--- src/rtl/brv_pkg.sv ---
// shared types and constants for the batch running variance unit
package brv_pkg;

	typedef struct packed {
		logic signed [31:0] sample_value;
		logic [2:0]         dim_index;
		logic               end_of_batch;
	} sample_t;

	typedef struct packed {
		logic [2:0]         out_dim;
		logic signed [31:0] mean_value;
		logic [47:0]        variance_value;
		logic               single_point;
		logic               last_of_run;
	} result_t;

	localparam logic [3:0]  DIMS_RESET = 4'd8;
	localparam logic [47:0] VAR_ONE    = 48'h0000_0001_0000;
	localparam int          DIV_W      = 128;
	localparam int          DEN_W      = 34;

	typedef enum logic [4:0] {
		ST_IDLE, ST_LOAD, ST_MUL_T, ST_TOT, ST_DIV_M, ST_MEAN,
		ST_MUL_V0, ST_MUL_V1, ST_MUL_MM, ST_WAIT_SQ, ST_MUL_S0, ST_MUL_S1,
		ST_MUL_NN, ST_WAIT_NN, ST_MUL_R0, ST_MUL_R1, ST_WAIT_R, ST_CMP,
		ST_DIV_V, ST_VAR, ST_OUT, ST_FIN
	} st_t;

	typedef enum logic [2:0] {
		OP_NONE, OP_ACCUM, OP_LOAD, OP_TOT, OP_MEAN, OP_CMP, OP_VAR, OP_FIN
	} op_t;

	typedef enum logic [3:0] {
		MUL_NONE, MUL_T, MUL_V0, MUL_V1, MUL_MM, MUL_S0, MUL_S1, MUL_NN,
		MUL_R0, MUL_R1
	} mul_t;

	typedef struct packed {
		op_t        op;
		mul_t       mul;
		logic [2:0] k;
	} cmd_t;

	typedef struct packed {
		logic nn_zero;
		logic nn_one;
		logic pos_le_neg;
		logic div_busy;
	} status_t;

endpackage

--- src/rtl/brv_ctrl.sv ---
// controller: sample intake, per-dimension merge sequence, result handshake
module brv_ctrl import brv_pkg::*; (
	input  logic       clk,
	input  logic       arst_n,
	input  logic       sample_valid,
	input  logic       sample_eob,
	input  logic       result_stall,
	input  logic [3:0] dact,
	input  status_t    status,
	output cmd_t       cmd,
	output logic       sample_stall,
	output logic       result_valid
);
	st_t        state_q, state_nx;
	logic [2:0] k_q;
	logic       last_k;

	assign last_k = ({1'b0, k_q} == (dact - 4'd1));

	always_ff @(posedge clk or negedge arst_n) begin
		if (!arst_n) begin
			state_q <= ST_IDLE;
			k_q     <= '0;
		end else begin
			state_q <= state_nx;
			if (state_q == ST_IDLE) k_q <= '0;
			else if (state_q == ST_OUT && !result_stall && !last_k) k_q <= k_q + 3'd1;
		end
	end

	always_comb begin
		state_nx = state_q;
		cmd.op   = OP_NONE;
		cmd.mul  = MUL_NONE;
		cmd.k    = k_q;
		unique case (state_q)
			ST_IDLE: begin
				if (sample_valid) begin
					cmd.op = OP_ACCUM;
					if (sample_eob) state_nx = ST_LOAD;
				end
			end
			ST_LOAD: begin
				cmd.op   = OP_LOAD;
				state_nx = status.nn_zero ? ST_OUT : ST_MUL_T;
			end
			ST_MUL_T:  begin cmd.mul = MUL_T; state_nx = ST_TOT; end
			ST_TOT:    begin cmd.op = OP_TOT; state_nx = ST_DIV_M; end
			ST_DIV_M:  if (!status.div_busy) state_nx = ST_MEAN;
			ST_MEAN: begin
				cmd.op   = OP_MEAN;
				state_nx = status.nn_one ? ST_OUT : ST_MUL_V0;
			end
			ST_MUL_V0:  begin cmd.mul = MUL_V0; state_nx = ST_MUL_V1; end
			ST_MUL_V1:  begin cmd.mul = MUL_V1; state_nx = ST_MUL_MM; end
			ST_MUL_MM:  begin cmd.mul = MUL_MM; state_nx = ST_WAIT_SQ; end
			ST_WAIT_SQ: state_nx = ST_MUL_S0;
			ST_MUL_S0:  begin cmd.mul = MUL_S0; state_nx = ST_MUL_S1; end
			ST_MUL_S1:  begin cmd.mul = MUL_S1; state_nx = ST_MUL_NN; end
			ST_MUL_NN:  begin cmd.mul = MUL_NN; state_nx = ST_WAIT_NN; end
			ST_WAIT_NN: state_nx = ST_MUL_R0;
			ST_MUL_R0:  begin cmd.mul = MUL_R0; state_nx = ST_MUL_R1; end
			ST_MUL_R1:  begin cmd.mul = MUL_R1; state_nx = ST_WAIT_R; end
			ST_WAIT_R:  state_nx = ST_CMP;
			ST_CMP: begin
				cmd.op   = OP_CMP;
				state_nx = status.pos_le_neg ? ST_OUT : ST_DIV_V;
			end
			ST_DIV_V:  if (!status.div_busy) state_nx = ST_VAR;
			ST_VAR:    begin cmd.op = OP_VAR; state_nx = ST_OUT; end
			ST_OUT: begin
				if (!result_stall) state_nx = last_k ? ST_FIN : ST_LOAD;
			end
			ST_FIN:    begin cmd.op = OP_FIN; state_nx = ST_IDLE; end
			default:   state_nx = ST_IDLE;
		endcase
	end

	assign sample_stall = (state_q != ST_IDLE);
	assign result_valid = (state_q == ST_OUT);
endmodule

--- config.mk ---
export PLATFORM = sky130hd
export DESIGN_NAME = brv_ctrl
export DESIGN_NICKNAME = d
export VERILOG_FILES = /design/src/rtl/brv_pkg.sv /design/src/rtl/brv_ctrl.sv
export SDC_FILE = /design/constraint.sdc
export NUM_CORES = 1
export LEC_CHECK = 0
export CORE_MARGIN = 4
export CORE_UTILIZATION = 30
export DETAILED_ROUTE_END_ITERATION = 8
export DONT_BUFFER_PORTS = 1
export SLEW_MARGIN = 0
export SYNTH_ARGS = -nofsm -noshare
export SYNTH_HDL_FRONTEND = slang
export SYNTH_SLANG_ARGS = --single-unit
--- constraint.sdc ---
create_clock -name clk -period 2.6 [get_ports clk]
set_clock_uncertainty 0.1 [all_clocks]
set_input_delay 0.13 -clock clk [delete_from_list [all_inputs] [get_ports clk]]
set_output_delay 0.13 -clock clk [all_outputs]
set_load 0.005 [all_outputs]
== Word level (Yosys, flattened, before mapping) ==
Cells that the tools add are included.

* Add/subtract/negate cells: 2
* Equality and inequality tests: 27
* Muxes and demuxes: 15
* Reduce and logical (&&, ||, !) cells: 8

{| class="wikitable"
|+ Operator list
! kind !! number
|-
| 5-bit one-hot mux with 21 select lines || 1
|-
| 5-bit by 4-bit equality test with 1-bit output, second input constant || 8
|-
| 5-bit two-way mux || 8
|-
| 4-bit one-hot mux with 9 select lines || 1
|-
| 5-bit equality test, second input constant || 6
|-
| 3-bit one-hot mux with 7 select lines || 1
|-
| 5-bit by 3-bit equality test with 1-bit output, second input constant || 4
|-
| 5-bit by 2-bit equality test with 1-bit output, second input constant || 2
|-
| 2-bit inequality test, second input constant || 5
|-
| 3-bit two-way mux || 3
|-
| 5-bit by 1-bit equality test with 1-bit output, second input constant || 1
|-
| 5-bit logical NOT || 1
|-
| 5-bit AND reduction || 1
|-
| 5-bit nonzero test || 1
|-
| 3-bit by 4-bit equality test with 1-bit output || 1
|-
| 4-bit by 1-bit subtractor with 4-bit output, second input constant || 1
|-
| 3-bit by 1-bit adder with 3-bit output, second input constant || 1
|-
| 1-bit logical AND || 2
|-
| 1-bit logical NOT || 2
|-
| 2-bit nonzero test || 1
|-
| 1-bit two-way mux || 1
|}

* Bits in registers: 8
* Bits of input ports: 13
* Logic and storage cells: 54

== Depth between registers and ports, before layout ==
* Depth in word-level cells: 6
* Gate-level depth with buffers: 7

== Worst setup path after synthesis ==
OpenSTA, ideal clock, no wires.

* Path kind: reg-to-reg
* Start: register state_q[0]
* End: register state_q[4]
* Setup time: 125 ps
* Arrival time: 1387 ps
* Required time: 2375 ps
* Slack: 989 ps
* Cell stages (with the launch flop): 7
* Buffers on the path: 1
* Clock period less this slack: 1611 ps
* Cell sequence: dfrtp_1 > clkbuf_1 > nand2_1 > nor4b_1 > a41oi_1 > o211ai_1 > mux2_2

* Longest elaborated chain between the ends: 3
* Elaborated cells between the ends (all ways): 28
* Classes of those cells: 25 x eq/ne; 1 x mux; 2 x reduce/logical

{| class="wikitable"
|+ Ends and longest elaborated chain
! what !! line !! RTL
|-
| start: declaration || brv_ctrl.sv:14 || <nowiki>st_t state_q, state_nx;</nowiki>
|-
| start signal: assignment || brv_ctrl.sv:25 || <nowiki>state_q <= state_nx;</nowiki>
|-
| 5-bit by 3-bit equality test with 1-bit output (tied with other cells) || brv_ctrl.sv:36 || <nowiki>unique case (state_q)</nowiki>
|-
| 2-bit inequality test (no line) || - ||
|-
| 5-bit AND reduction (no line) || - ||
|}

Parallel ways exist; a longest one is shown, timed or not.
A chain may end at the register's enable or synchronous reset.

== Worst setup path after layout ==
* Start: register state_q[0]
* End: register k_q[2]

* Longest elaborated chain between the ends: 4
* Elaborated cells between the ends (all ways): 6
* Classes of those cells: 1 x eq/ne; 1 x mux; 4 x reduce/logical

{| class="wikitable"
|+ Ends and longest elaborated chain
! what !! line !! RTL
|-
| 5-bit equality test || - ||
|-
| net result_valid || brv_ctrl.sv:12 || <nowiki>output logic result_valid</nowiki>
|-
| 1-bit logical AND (2 in a row) || brv_ctrl.sv:27 || <nowiki>else if (state_q == ST_OUT && !result_stall && !last_k) k_q <= k_q + 3'd1;</nowiki>
|-
| 2-bit nonzero test (no line) || - ||
|-
| end signal: assignment || brv_ctrl.sv:27 ||
|-
| end: declaration || brv_ctrl.sv:15 || <nowiki>logic [2:0] k_q;</nowiki>
|}

The timed path passes the listed nets, and every way through them passes these cells.

==> out/results.md <==
| Step | Quantity | Value |
|:---|:---|:---|
| status | Run status | finished, final reports clean |
| power and ir drop | Internal | 421 µW |
| logic synthesis | Largest area contributor in the netlist | sky130_fd_sc_hd__dfrtp_1 |
| critical path | Register-to-register setup slack | 0.66 ns |
| cts | Cts bufs inserted | 3 |
| final layout | Area Overhead vs Synth | 5.70% |
| global routing | Largest net degree at the start of global routing | 20 |
| critical path | Req. time, crit path | 2.68 ns |
| cts | Number of hold-repair buffers added at the cts stage | 1 |
| critical path | Worst setup SP type | flip-flop |
| floorplanning | Chip Height | 58.6 µm |
| drt | Wire length after detailed routing | 1990 µm |
| cts | Clk sinks | 8 |
| cts | Clock root cell | sky130_fd_sc_hd__clkbuf_4 |
| logic synthesis | Yosys reg bits | 8 |
| logic synthesis | Synthesized area per cell | 7.39 µm² |
| critical path | Ordered cell list for the critical path | nor2_1 > nand4_1 > inv_1 > o211ai_2 > or3_1 > a21oi_1 |
| power and ir drop | Logic gate share of total power | 52.0% |
| sta | Slew at the pin with the worst max-slew slack | 0.560 ns |
| final layout | Share of post-route cells with drive strength above 1 | 6.93% |
| critical path | Data arrival at the endpoint of the critical path | 2.02 ns |
| drt | Routed wirelength normalized by instance count | 15.2 µm |
| final layout | Final-stage net count | 118 |
| place | Post-detail-place hpwl | 1520 µm |
| logic synthesis | Post-synth net total | 119 |
| logic synthesis | Top-count cell post-synth | sky130_fd_sc_hd__nand2_1 |
| place | Pre-CTS setup slack | 0.684 ns |
| drt | Total via count after detailed routing | 729 |
| place | Placed inst area | 779 µm² |
| critical path | Critical path class | reg -> reg |
| floorplanning | Starting density of the core | 31.3% |
| global routing | Global Route met1 Usage | 16.6% |
| sta | Endpoints failing hold | 0 |
| logic synthesis | Commonest cells in the netlist | sky130_fd_sc_hd__nand2_1, sky130_fd_sc_hd__nor2_1, sky130_fd_sc_hd__inv_1, sky130_fd_sc_hd__dfrtp_1, sky130_fd_sc_hd__clkbuf_1 |
| logic synthesis | Ys async rst share | 100% |
| floorplanning | Area enclosed by the die boundary | 3430 µm² |
| hold path | Kind of path behind the tightest hold check | in -> reg |
| sta | Final period util | 74.5% |
| global routing | First-pass GRT wire length | 3400 µm |
| cts | Clock latency on the worst-skew pair | 0.25 ns |
| drt | Pre-Repair DR Iteration Count | 5 |
| global routing | GR Overflow Total | 0 |
| floorplanning | Row cnt | 18 |
| sta | Crit path time final | 1.94 ns |
| sta | Final setup violation count | 0 |
| power and ir drop | Ratio of total power to cell area | 1040 nW/µm² |
| critical path | Endpoint of the most critical register-to-register path | k_q[2]$_DFFE_PN0P_ |
| cts | Setup fix buffers added after clock tree synthesis | 0 |
| drt | Drt initial violations | 36 |
| cts | CTS clk-pin slew, worst paths | 0.05 ns |
| flow run | Max-cap violations | 0 |
| critical path | CP Max Fanout | 11 |
| cts | Deepest level of the CTS H-tree | 1 |
| cts | Clock tree buffer depth | 2 |
| global routing | Layer with the highest usage after global routing | met2 |
| global routing | Via count of the first global-routing pass | 776 |
| global routing | Met2 demand-to-capacity share in global routing | 19.0% |
| logic synthesis | Yosys synthesis warning count | 0 |
| critical path | Path depth of the worst reg2reg path | 6 |
| critical path | Critical Path Sink Type | flip-flop |
| global routing | Global router's overall resource usage | 12.6% |
| sta | Fmax | 0.516 GHz |
| logic synthesis | Number of enable-type register cells in the synthesized netlist | 0 |
| power and ir drop | Leakage | 0.000338 µW |
| power and ir drop | Switching power of the nets | 420 µW |
| logic synthesis | Library cells used by synthesis | 33 |
| logic synthesis | Top_reg_cell synth | sky130_fd_sc_hd__dfrtp_1 |
| place | Quantity of I/O buffers inserted on ports | 0 |
| logic synthesis | Leading cell types by total area after synthesis | sky130_fd_sc_hd__dfrtp_1, sky130_fd_sc_hd__xnor2_1, sky130_fd_sc_hd__nand2_1, sky130_fd_sc_hd__nor2_1, sky130_fd_sc_hd__xor2_1 |
| floorplanning | Number of top-level pins | 25 |
| sta | Setup Total Neg Slack | 0 ns |
| place | Routability-driven placement congestion ratio | 0.782 |
| sta | Final setup margin | 0.663 ns |
| power and ir drop | Clk pwr share | 11.2% |
| floorplanning | Std-Cell Core Area | 2450 µm² |
| sta | Relative max-transition margin | 62.6% |
| power and ir drop | VDD IR max | 0.502 mV |
| drt | Detail-routed via count per cell | 5.56 |
| sta | Setup repair after global routing missed its margin | false |
| global routing | Antenna violations before repair | 0 |
| critical path | Slowest CP cell | sky130_fd_sc_hd__dfrtp_1 |
| cts | Gates resized, CTS repair | 0 |
| logic synthesis | Post-Synthesis Cells | 104 |
| drt | Count of antenna-violating nets left after detailed routing | 0 |
| final layout | Area of all placed cells without fillers | 812 µm² |
| power and ir drop | Part of the total power dissipated in sequential elements | 36.7% |
| final layout | Count of inserted antenna diode cells | 0 |
| critical path | Critical Path Source | state_q[0]$_DFFE_PN0P_ |
| floorplanning | Chip width | 58.6 µm |
| critical path | Termination of the worst setup path | k_q[2]$_DFFE_PN0P_ |
| sta | Number of slew-limit violations in the final report | 0 |
| critical path | Reg2Reg Launch Point | state_q[0]$_DFFE_PN0P_ |
| critical path | Delay of the slowest critical-path stage | 0.51 ns |
| logic synthesis | Share of the synthesized area in the top cell type | 26.1% |
| cts | TritonCTS clock tree | yes |
| logic synthesis | Post-synthesis sequential area ratio | 26.1% |
| logic synthesis | Combined area of all synthesized cells | 768 µm² |
| drt | Drt drc | 0 |
| power and ir drop | Switching part of the total | 49.9% |
| global routing | Met3 Usage GRT | 5.26% |
==> power by group through the flow <==
stage                     sequential, µW  combinational [µW]  clock (µW)
final                                309                 438        94.5
after global routing                 326                 505         103
after CTS                            307                 443        99.5
after detailed placement             311                 437           0
after global placement               306                 431           0
after floorplan                      195                 462           0
==> logic make-up (layout without fill, tap and decap cells) <==
logic type / count (synthesis) / in the layout / synth area share, %
xor+xnor: 9 / 9 / 10.3
buf+inv: 16 / 13 / 7.82
compound gates: 22 / 22 / 20.2
mux: 2 / 2 / 2.93
fa+ha+maj: 2 / 2 / 3.26
simple gates: 45 / 45 / 29.5
flops: 8 / 8 / 26.1
==> state kept, by name, summed over array words and instances, names as in the netlist <==
register	count
k_q	3
state_q	5
==> final cells by class <==
class	count	area, µm²
clock buffer	3	22.5
timing repair buffer	1	10.0
sequential	8	200
fill	273	1640
inverter	9	33.8
tap	30	37.5
multi-input combinational	80	508
==> routing by layer <==
layer  vias up  routed length (µm)
li1        358                   -
met1       333                 889
met4         0                  13
met3         4                 193
met5         -                   0
met2        34                 894
==> critical path: cells and delay by family, from the launching register on <==
kind	cells	cell delay, ns
buf+inv	1	0.18
compound gates	2	0.28
simple gates	3	0.79
flops	1	0.51
==> worst min-delay path by stage <==
stage                              to  cells after the start  slack (ns)         start
3_5_place_dp   state_q[3]$_DFFE_PN0P_                      0       -0.27        arst_n
3_3_place_gp   state_q[1]$_DFFE_PN0P_                      0       -0.27        arst_n
2_1_floorplan      k_q[0]$_DFFE_PN0P_                      0       -0.27        arst_n
5_1_grt        state_q[0]$_DFFE_PN0P_                      3        0.04  result_stall
4_1_cts        state_q[0]$_DFFE_PN0P_                      3        0.03  result_stall
6_report       state_q[0]$_DFFE_PN0P_                      3        0.03  result_stall
==> metrics by stage <==
stage | power (µW) | util, % | cells | hold WS (ns)
after global routing | 935 | 33.1 | 131 | 0.0433
after floorplan | 657 | - | 104 | -0.266
after global placement | 736 | 31.8 | 127 | -0.265
after CTS | 850 | 33.1 | 131 | 0.0319
final | 841 | 33.1 | 131 | 0.0313
after detailed placement | 748 | 31.8 | 127 | -0.265
==> layout by cell type, fill, tap and decap left out <==
| master | instances |
|---|---|
| sky130_fd_sc_hd__nand2_1 | 11 |
| sky130_fd_sc_hd__nor2_1 | 10 |
| sky130_fd_sc_hd__inv_1 | 9 |
| sky130_fd_sc_hd__dfrtp_1 | 8 |
| sky130_fd_sc_hd__xnor2_1 | 5 |
| sky130_fd_sc_hd__a21oi_1 | 5 |
| sky130_fd_sc_hd__nor3_1 | 4 |
| sky130_fd_sc_hd__o21ai_0 | 4 |
| sky130_fd_sc_hd__xor2_1 | 4 |
| sky130_fd_sc_hd__and2_1 | 3 |
| sky130_fd_sc_hd__nor2b_1 | 3 |
| sky130_fd_sc_hd__nand4_1 | 3 |
| sky130_fd_sc_hd__nand3_1 | 3 |
| sky130_fd_sc_hd__o211ai_1 | 3 |
| sky130_fd_sc_hd__clkbuf_4 | 3 |
| sky130_fd_sc_hd__nand2b_1 | 2 |
| sky130_fd_sc_hd__nor3b_1 | 2 |
| sky130_fd_sc_hd__a32oi_1 | 2 |
| sky130_fd_sc_hd__mux2_2 | 2 |
| sky130_fd_sc_hd__ha_1 | 2 |
| sky130_fd_sc_hd__and3_1 | 1 |
| sky130_fd_sc_hd__a22oi_1 | 1 |
| sky130_fd_sc_hd__o31ai_1 | 1 |
| sky130_fd_sc_hd__or4_1 | 1 |
| sky130_fd_sc_hd__o211ai_2 | 1 |
| sky130_fd_sc_hd__o31a_2 | 1 |
| sky130_fd_sc_hd__o22ai_1 | 1 |
| sky130_fd_sc_hd__o32a_1 | 1 |
| sky130_fd_sc_hd__o21a_1 | 1 |
| sky130_fd_sc_hd__nor4b_1 | 1 |
| sky130_fd_sc_hd__a41oi_1 | 1 |
| sky130_fd_sc_hd__or3_1 | 1 |
| sky130_fd_sc_hd__dlygate4sd3_1 | 1 |
Power figures use the tool's default switching activity.
